### src/hdl/arpc_pkg.sv
// ----------------------------------------------------------------------------
// arpc_pkg
// Shared types and constants of the address-resolution cache.
// ----------------------------------------------------------------------------
package arpc_pkg;

    localparam int unsigned DEF_ENTRIES = 16;
    localparam int unsigned NET_W       = 16;
    localparam int unsigned HW_W        = 48;
    localparam int unsigned AGE_W       = 32;

    localparam logic OP_LEARN   = 1'b0;
    localparam logic OP_RESOLVE = 1'b1;

    localparam logic [AGE_W-1:0] FILL_AGE        = 32'd1;
    localparam logic [AGE_W-1:0] USE_CLOCK_RESET = 32'd1;

    typedef struct packed {
        logic [AGE_W-1:0] age;
        logic [HW_W-1:0]  hw;
        logic [NET_W-1:0] net;
    } entry_t;

    typedef struct packed {
        logic            dropped;
        logic            need_request;
        logic            use_broadcast;
        logic            send_reply;
        logic [HW_W-1:0] hw_addr_out;
        logic            hit;
    } res_t;

    typedef enum logic [1:0] {
        ST_IDLE,
        ST_SCAN,
        ST_WB,
        ST_RESP
    } state_t;

endpackage

### src/hdl/arpc_mem.sv
// ----------------------------------------------------------------------------
// arpc_mem
// Entry memory with one write port and one registered read port. Each entry
// has a valid bit that reset clears, and an entry not yet written reads as
// all zero.
// ----------------------------------------------------------------------------
module arpc_mem #(
    parameter int unsigned ENTRIES = arpc_pkg::DEF_ENTRIES
) (
    input  logic                       clk,
    input  logic                       rst_n,
    input  logic                       rd_en,
    input  logic [$clog2(ENTRIES)-1:0] rd_addr,
    output arpc_pkg::entry_t           rd_data,
    input  logic                       wr_en,
    input  logic [$clog2(ENTRIES)-1:0] wr_addr,
    input  arpc_pkg::entry_t           wr_data
);
    import arpc_pkg::*;

    entry_t             mem [ENTRIES];
    logic [ENTRIES-1:0] valid_reg;
    entry_t             rd_data_reg;
    logic               rd_valid_reg;

    always_ff @(posedge clk)
    begin
        if (wr_en)
        begin
            mem[wr_addr] <= wr_data;
        end
        if (rd_en)
        begin
            rd_data_reg <= mem[rd_addr];
        end
    end

    always_ff @(posedge clk or negedge rst_n)
    begin
        if (!rst_n)
        begin
            valid_reg    <= '0;
            rd_valid_reg <= 1'b0;
        end
        else
        begin
            if (wr_en)
            begin
                valid_reg[wr_addr] <= 1'b1;
            end
            if (rd_en)
            begin
                rd_valid_reg <= valid_reg[rd_addr];
            end
        end
    end

    assign rd_data = rd_valid_reg ? rd_data_reg : '0;

endmodule

### src/hdl/arpc_ctrl.sv
// ----------------------------------------------------------------------------
// arpc_ctrl
// Sequencer of the cache: takes one beat, walks the entries through the
// memory read port one per cycle (a dropped or broadcast beat skips this), writes
// the chosen entry back when the beat updates one and forms the result.
// ----------------------------------------------------------------------------
module arpc_ctrl #(
    parameter int unsigned ENTRIES = arpc_pkg::DEF_ENTRIES
) (
    input  logic                       clk,
    input  logic                       rst_n,
    input  logic                       cfg_we,
    input  logic [arpc_pkg::NET_W-1:0] cfg_wdata,
    input  logic                       in_valid,
    output logic                       in_ready,
    input  logic                       in_op,
    input  logic [arpc_pkg::NET_W-1:0] in_peer,
    input  logic [arpc_pkg::HW_W-1:0]  in_hw,
    input  logic [arpc_pkg::NET_W-1:0] in_tgt,
    input  logic                       in_req,
    output logic                       rd_en,
    output logic [$clog2(ENTRIES)-1:0] rd_addr,
    input  arpc_pkg::entry_t           rd_data,
    output logic                       wr_en,
    output logic [$clog2(ENTRIES)-1:0] wr_addr,
    output arpc_pkg::entry_t           wr_data,
    output logic                       res_valid,
    input  logic                       res_ready,
    output arpc_pkg::res_t             res
);
    import arpc_pkg::*;

    localparam int unsigned IDXW = $clog2(ENTRIES);
    localparam int unsigned CNTW = $clog2(ENTRIES + 1);
    localparam logic [IDXW-1:0] LAST_IDX = IDXW'(ENTRIES - 1);
    localparam logic [CNTW-1:0] CNT_END  = CNTW'(ENTRIES);

    state_t           state_reg, state_next;
    logic [NET_W-1:0] my_addr_reg;
    logic             op_reg;
    logic [NET_W-1:0] peer_reg;
    logic [HW_W-1:0]  hw_reg;
    logic [NET_W-1:0] tgt_reg;
    logic             req_reg;
    logic [CNTW-1:0]  issue_cnt_reg, issue_cnt_next;
    logic [IDXW-1:0]  proc_idx_reg;
    logic             rd_pend_reg;
    logic [IDXW-1:0]  victim_reg, victim_next;
    logic [AGE_W-1:0] vage_reg, vage_next;
    logic             found_reg, found_next;
    logic [IDXW-1:0]  hit_idx_reg, hit_idx_next;
    entry_t           hit_entry_reg, hit_entry_next;
    logic [AGE_W-1:0] use_clock_reg, use_clock_next;
    res_t             res_reg, res_next;

    logic accept;
    logic early_done;
    logic stop;
    logic for_us;
    logic issue;

    assign in_ready   = (state_reg == ST_IDLE);
    assign accept     = in_valid && in_ready;
    assign early_done = (in_op == OP_LEARN) ? (in_peer == '0 || in_tgt == '0)
                                            : (in_peer == '0);
    assign for_us     = (tgt_reg == my_addr_reg);
    assign issue      = (state_reg == ST_SCAN) && (issue_cnt_reg != CNT_END);

    assign rd_en   = issue;
    assign rd_addr = issue_cnt_reg[IDXW-1:0];

    always_comb
    begin
        stop           = 1'b0;
        found_next     = found_reg;
        hit_idx_next   = hit_idx_reg;
        hit_entry_next = hit_entry_reg;
        victim_next    = victim_reg;
        vage_next      = vage_reg;
        issue_cnt_next = issue ? issue_cnt_reg + CNTW'(1) : issue_cnt_reg;
        if (state_reg == ST_IDLE)
        begin
            found_next     = 1'b0;
            victim_next    = '0;
            issue_cnt_next = '0;
        end
        else if (state_reg == ST_SCAN && rd_pend_reg)
        begin
            if (op_reg == OP_LEARN)
            begin
                if (rd_data.net == peer_reg)
                begin
                    stop           = 1'b1;
                    found_next     = 1'b1;
                    hit_idx_next   = proc_idx_reg;
                    hit_entry_next = rd_data;
                end
                else if (proc_idx_reg == '0)
                begin
                    vage_next = rd_data.age;
                end
                else if (rd_data.age < vage_reg)
                begin
                    victim_next = proc_idx_reg;
                    vage_next   = rd_data.age;
                    if (rd_data.net == '0)
                    begin
                        stop = 1'b1;
                    end
                end
            end
            else
            begin
                if (rd_data.net == '0)
                begin
                    stop = 1'b1;
                end
                else if (rd_data.net == peer_reg)
                begin
                    stop           = 1'b1;
                    found_next     = 1'b1;
                    hit_idx_next   = proc_idx_reg;
                    hit_entry_next = rd_data;
                end
            end
            if (proc_idx_reg == LAST_IDX)
            begin
                stop = 1'b1;
            end
        end
    end

    always_comb
    begin
        state_next = state_reg;
        case (state_reg)
            ST_IDLE:
            begin
                if (accept)
                begin
                    state_next = early_done ? ST_RESP : ST_SCAN;
                end
            end
            ST_SCAN:
            begin
                if (stop)
                begin
                    state_next = ST_WB;
                end
            end
            ST_WB:
            begin
                state_next = ST_RESP;
            end
            ST_RESP:
            begin
                if (res_ready)
                begin
                    state_next = ST_IDLE;
                end
            end
            default:
            begin
                state_next = ST_IDLE;
            end
        endcase
    end

    always_comb
    begin
        wr_en          = 1'b0;
        wr_addr        = hit_idx_reg;
        wr_data        = hit_entry_reg;
        use_clock_next = use_clock_reg;
        res_next       = res_reg;
        res_valid      = (state_reg == ST_RESP);
        case (state_reg)
            ST_IDLE:
            begin
                res_next               = '0;
                res_next.dropped       = (in_op == OP_LEARN);
                res_next.use_broadcast = (in_op == OP_RESOLVE);
            end
            ST_WB:
            begin
                res_next = '0;
                if (op_reg == OP_LEARN)
                begin
                    res_next.hit        = found_reg;
                    res_next.send_reply = for_us && req_reg;
                    if (found_reg)
                    begin
                        wr_en      = 1'b1;
                        wr_data.hw = hw_reg;
                    end
                    else if (for_us)
                    begin
                        wr_en       = 1'b1;
                        wr_addr     = victim_reg;
                        wr_data.age = FILL_AGE;
                        wr_data.hw  = hw_reg;
                        wr_data.net = peer_reg;
                    end
                end
                else
                begin
                    if (found_reg)
                    begin
                        use_clock_next       = use_clock_reg + AGE_W'(1);
                        wr_en                = 1'b1;
                        wr_data.age          = use_clock_next;
                        res_next.hit         = 1'b1;
                        res_next.hw_addr_out = hit_entry_reg.hw;
                    end
                    else
                    begin
                        res_next.need_request = 1'b1;
                    end
                end
            end
            default:
            begin
            end
        endcase
    end

    assign res = res_reg;

    always_ff @(posedge clk or negedge rst_n)
    begin
        if (!rst_n)
        begin
            state_reg     <= ST_IDLE;
            my_addr_reg   <= '0;
            use_clock_reg <= USE_CLOCK_RESET;
            rd_pend_reg   <= 1'b0;
            issue_cnt_reg <= '0;
            found_reg     <= 1'b0;
        end
        else
        begin
            state_reg     <= state_next;
            use_clock_reg <= use_clock_next;
            rd_pend_reg   <= issue;
            issue_cnt_reg <= issue_cnt_next;
            found_reg     <= found_next;
            if (cfg_we)
            begin
                my_addr_reg <= cfg_wdata;
            end
        end
    end

    always_ff @(posedge clk)
    begin
        if (accept)
        begin
            op_reg   <= in_op;
            peer_reg <= in_peer;
            hw_reg   <= in_hw;
            tgt_reg  <= in_tgt;
            req_reg  <= in_req;
        end
        proc_idx_reg  <= rd_addr;
        victim_reg    <= victim_next;
        vage_reg      <= vage_next;
        hit_idx_reg   <= hit_idx_next;
        hit_entry_reg <= hit_entry_next;
        res_reg       <= res_next;
    end

`ifndef NO_ASSERTIONS
    a_hit_excl : assert property (@(posedge clk) disable iff (!rst_n)
        res_valid |-> !(res.hit && res.need_request))
        else $error("hit and need_request both set");

    a_drop_clean : assert property (@(posedge clk) disable iff (!rst_n)
        (res_valid && res.dropped) |->
            (!res.hit && !res.send_reply && res.hw_addr_out == '0))
        else $error("dropped result carries other fields");

    a_clock_step : assert property (@(posedge clk) disable iff (!rst_n)
        (state_reg == ST_WB && op_reg == OP_RESOLVE && found_reg) |=>
            (use_clock_reg == $past(use_clock_reg) + AGE_W'(1)))
        else $error("use clock not advanced on resolve hit");

    a_busy_after_accept : assert property (@(posedge clk) disable iff (!rst_n)
        accept |=> !in_ready)
        else $error("new beat taken before the previous one finished");

    a_no_write_scan : assert property (@(posedge clk) disable iff (!rst_n)
        (state_reg == ST_SCAN) |-> !wr_en)
        else $error("entry written during a scan");
`endif

endmodule

### src/hdl/arp_cache_lru_top.sv
// A beat is taken only while idle: a dropped or broadcast beat goes straight to its
// result; any other beat first scans up to ENTRIES entries, as the memory read port
// reads one entry a cycle, then passes the write-back state. No new beat is taken
// until the result of the previous one has moved into the output register.
// A finished result waits in the output register while the next beat is taken.
// Reset (rst_n, asynchronous, active low) empties every entry and sets the use clock to one.
// ----------------------------------------------------------------------------
// arp_cache_lru_top
// Address-resolution cache with least-recently-used replacement.
// ----------------------------------------------------------------------------
module arp_cache_lru_top #(
    parameter int unsigned ENTRIES = arpc_pkg::DEF_ENTRIES
) (
    input  logic        clk,
    input  logic        rst_n,
    input  logic        cfg_we,
    input  logic [15:0] cfg_wdata,
    input  logic        s_axis_tvalid,
    output logic        s_axis_tready,
    // peer_net_addr, peer_hw_addr, target_net_addr
    input  logic [79:0] s_axis_tdata,
    // operation, is_request, zero fill
    input  logic [7:0]  s_axis_tuser,
    output logic        m_axis_tvalid,
    input  logic        m_axis_tready,
    // hw_addr_out
    output logic [47:0] m_axis_tdata,
    // hit, send_reply, use_broadcast, need_request, dropped, zero fill
    output logic [7:0]  m_axis_tuser
);
    import arpc_pkg::*;

    localparam int unsigned IDXW = $clog2(ENTRIES);

    logic            rd_en;
    logic [IDXW-1:0] rd_addr;
    entry_t          rd_data;
    logic            wr_en;
    logic [IDXW-1:0] wr_addr;
    entry_t          wr_data;
    logic            res_valid;
    logic            res_ready;
    res_t            res;
    logic            out_valid_reg;
    res_t            out_res_reg;

    arpc_mem #(
        .ENTRIES (ENTRIES)
    ) u_mem (
        .clk     (clk),
        .rst_n   (rst_n),
        .rd_en   (rd_en),
        .rd_addr (rd_addr),
        .rd_data (rd_data),
        .wr_en   (wr_en),
        .wr_addr (wr_addr),
        .wr_data (wr_data)
    );

    arpc_ctrl #(
        .ENTRIES (ENTRIES)
    ) u_ctrl (
        .clk       (clk),
        .rst_n     (rst_n),
        .cfg_we    (cfg_we),
        .cfg_wdata (cfg_wdata),
        .in_valid  (s_axis_tvalid),
        .in_ready  (s_axis_tready),
        .in_op     (s_axis_tuser[0]),
        .in_peer   (s_axis_tdata[15:0]),
        .in_hw     (s_axis_tdata[63:16]),
        .in_tgt    (s_axis_tdata[79:64]),
        .in_req    (s_axis_tuser[1]),
        .rd_en     (rd_en),
        .rd_addr   (rd_addr),
        .rd_data   (rd_data),
        .wr_en     (wr_en),
        .wr_addr   (wr_addr),
        .wr_data   (wr_data),
        .res_valid (res_valid),
        .res_ready (res_ready),
        .res       (res)
    );

    assign res_ready = !out_valid_reg || m_axis_tready;

    always_ff @(posedge clk or negedge rst_n)
    begin
        if (!rst_n)
        begin
            out_valid_reg <= 1'b0;
        end
        else if (res_ready)
        begin
            out_valid_reg <= res_valid;
        end
    end

    always_ff @(posedge clk)
    begin
        if (res_ready && res_valid)
        begin
            out_res_reg <= res;
        end
    end

    assign m_axis_tvalid = out_valid_reg;
    assign m_axis_tdata  = out_res_reg.hw_addr_out;
    assign m_axis_tuser  = {3'b000, out_res_reg.dropped, out_res_reg.need_request,
                            out_res_reg.use_broadcast, out_res_reg.send_reply,
                            out_res_reg.hit};

endmodule

### config.mk
export PLATFORM = sky130hd
export DESIGN_NAME = arp_cache_lru_top
export DESIGN_NICKNAME = d
export VERILOG_FILES = /design/src/hdl/arpc_pkg.sv /design/src/hdl/arpc_mem.sv /design/src/hdl/arpc_ctrl.sv /design/src/hdl/arp_cache_lru_top.sv
export SDC_FILE = /design/constraint.sdc
export NUM_CORES = 2
export LEC_CHECK = 0
export BUFFER_PORTS_ARGS = -buffer_cell sky130_fd_sc_hd__buf_2
export CAP_MARGIN = 0
export CORE_ASPECT_RATIO = 1.75
export CORE_MARGIN = 4
export CORE_UTILIZATION = 45
export CTS_CLUSTER_SIZE = 12
export DETAILED_ROUTE_END_ITERATION = 8
export SLEW_MARGIN = 20
export SYNTH_ARGS = -nofsm -noshare
export SYNTH_HDL_FRONTEND = slang
export SYNTH_HIERARCHICAL = 1
export SYNTH_SLANG_ARGS = --single-unit
### constraint.sdc
create_clock -name clk -period 22.8 [get_ports clk]
set_input_delay 2.28 -clock clk [delete_from_list [all_inputs] [get_ports clk]]
set_output_delay 2.28 -clock clk [all_outputs]
set_load 0.01 [all_outputs]
==> qor.yml <==
outcome: "finished clean"
largest_reg_flops: 1536
post_cts_buffers: 0
area_growth_pct: 11.9
cts_tree: "done"
p_clk_share_pct: 36.9
final_nets: 3793
internal_power_uw: 6210
hold_viol_final: 0
route.detailed.vias_per_inst: 5.79
drt-total-wl_um: 174000
dr.pass1.iters: 5
vias: 34589
yosysTopAreaCellShare_pct: 75.7
cts_resized: 0
end_kind: "flop"
p_leak_uw: 0.0320
r2r_end: "u_mem/mem[9][81]$_DFFE_PP_"
max_freq_mhz: 173
slew_headroom_pct: 27.8
cts_sinks: 2035
vdd_drop_max_mv: 0.0960
yosysTopAreaCell: "edfxtp_1"
synth_area_per_cell_um2: 22.9
clock_latency_ps: 810
switching_power_uw: 1860
cts_hold_buf: 0
multi_input_area_um2: 16000
grt_max_degree: 119
die_area_um2: 179000
drive_above_1_share_pct: 28.4
hp-class: "flop to flop"
drtIter0Drc: 3052
reg2reg_from: "u_ctrl/tgt_reg[0]$_DFFE_PP_"
crit_arrival_ps: 6200
fin_crit_sh_pct: 25.4
grt_antenna_before_repair: 8
hold_depth: 0
die_w_um: 322
drv_slew: 0
cts_buffer_depth: 4
fin_setup_tns_ps: 0
regArea_um2: 60700
drcViolationCount: 0
worst_slew_pin_slew_ps: 1080
drtAntennaViolNets: 0
synthArstFlopShare_pct: 3.69
critPathKind: "flop to flop"
ys_types: 61
min_from: "u_ctrl/res[3]$_SDFFCE_PN0P_"
wire_per_inst_um: 29.2
grt_pass1_vias: 36901
ys_seq_area_share_pct: 78.3
holdPathEnd: "m_axis_tdata[2]$_DFFE_PP_"
path_max_fanout: 44
ys_top_cells_by_count: "edfxtp_1 (1952), mux4_2 (484), and2_1 (146), clkbuf_1 (88), mux2_2 (86)"
coreArea_um2: 171000
dp_hpwl_um: 85000
ys_warn_count: 6
rows: 201
final.min_clock_period_ps: 5780
start_util_pct: 45.2
port_buffers: 157
setup_violations: 0
startpoint_type: "flop"
rsz0062_at_grt: "false"
synth_edf_count: 1952
track_usage_pct: 19.6
rrSetupSlack_ps: 17020
cts_root_buf: "clkbuf_16"
r2r_cells: 10
ys.flop_type: "edfxtp_1"
power_frac_seq_pct: 53.8
synth.most_common_cell: "edfxtp_1"
cellPowerDensity_nw_per_um2: 93.1
clock_skew_ps: 46.8
swShare_pct: 23.1
placed_cells: 5676
grt_pass1_wl_um: 256000
synth_seq_cells: 2035
fin_cells: 5977
num_io_pins: 167
grt_overflow_total: 0
fillCellCount: 13407
worstPathRequired_ps: 23210
h-tree-depth: 4
syn_area_um2: 77500
path_clk_slew_ps: 60
netlist_instances: 3383
place_congestion: 0.742
synthTopCellsByArea: "edfxtp_1 (76%), mux4_2 (14%), dfrtp_1 (2.4%), mux2_2 (1.3%), and2_1 (1.2%)"
combPwrFrac_pct: 9.3
numCtsBuffers: 201
die_h_um: 557
cap_violations: 0
==> cells in the final DEF (no fill, tap or decap), types with 7 or more instances in the layout <==
master / count
mux2_2: 86
dfrtp_1: 69
a21oi_1: 12
xnor2_1: 66
nand2_1: 44
nor2_1: 34
buf_2: 156
buf_12: 13
nor4_1: 15
mux4_2: 484
o21ai_0: 10
inv_1: 44
edfxtp_1: 1952
and2_1: 145
xor2_1: 31
dfxtp_1: 8
or2_2: 17
nand2b_1: 7
clkbuf_16: 210
and3_1: 10
nor2_4: 14
nand4_1: 25
nand3_1: 16
a22o_1: 28
buf_4: 45
mux2i_1: 8
nor3_1: 11
ha_1: 38
clkbuf_1: 72
==> power groups by stage <==
stage | Combinational [uW] | Sequential, uW | Clock (uW)
final | 754 | 4340 | 2980
after global routing | 822 | 4350 | 3210
after CTS | 791 | 4340 | 3060
after detailed placement | 789 | 4420 | 0
after global placement | 788 | 4420 | 0
after floorplan | 551 | 4390 | 0
==> routing by layer <==
metal | track usage, % | wire [um]
met3 | 2.30 | 7880
met2 | 34.8 | 91900
met4 | 4.98 | 3940
met5 | 0 | 0
met1 | 26.0 | 70700
==> critical path: stages, from the launching register on <==
cell and delay (ps):
edfxtp_1 390, xnor2_1 250, nand4_1 110, nor4_1 410
buf_4 230, and3_2 650, mux2_2 440, nand3b_1 380
nor2_4 720, buf_4 810, buf_4 870
==> logic make-up after synthesis <==
family / after synthesis / synth area share (%)
compound gates: 67 / 0.636
xor+xnor: 97 / 1.10
fa+ha+maj: 38 / 0.614
buf+inv: 201 / 1.25
flops: 2035 / 78.3
mux: 578 / 15.4
other cells: 1 / 0.00484
simple gates: 366 / 2.69
==> area by class of cell <==
| class | instances | share of cell area (%) |
|---|---|---|
| antenna | 4 | 0.0115 |
| timing repair buffer | 215 | 1.62 |
| clock inverter | 10 | 0.0635 |
| multi-input combinational | 1149 | 18.5 |
| tap | 2233 | 3.22 |
| sequential | 2035 | 70.0 |
| clock buffer | 287 | 6.45 |
| inverter | 44 | 0.190 |
==> how the worst max path moves through the flow <==
stage                                  startpoint                              to  cells past startpoint
3_3_place_gp    u_ctrl/my_addr_reg[3]$_DFFE_PN0P_     u_mem/mem[11][42]$_DFFE_PP_                     10
5_1_grt               u_ctrl/tgt_reg[0]$_DFFE_PP_      u_mem/mem[9][58]$_DFFE_PP_                     10
2_1_floorplan  u_ctrl/my_addr_reg[13]$_DFFE_PN0P_  u_mem/valid_reg[0]$_DFFE_PN0P_                      9
4_1_cts               u_ctrl/tgt_reg[0]$_DFFE_PP_      u_mem/mem[2][70]$_DFFE_PP_                     10
6_report              u_ctrl/tgt_reg[0]$_DFFE_PP_      u_mem/mem[9][81]$_DFFE_PP_                     10
3_5_place_dp          u_ctrl/tgt_reg[0]$_DFFE_PP_      u_mem/mem[2][70]$_DFFE_PP_                     10
==> metrics by stage <==
stage               cell area [um2]  power, uW  hold WS [ps]  utilization, %  worst slack [ps]
floorplan                     77500       4940           400               -             13130
global placement              81000       5210           400            47.3             16940
global route                  86700       8380           416            50.6             16730
CTS                           86700       8200           389            50.6             16840
finish                        86700       8070           394            50.6             17020
detailed placement            81100       5210           405            47.3             16860
Power figures use the tool's default switching activity.
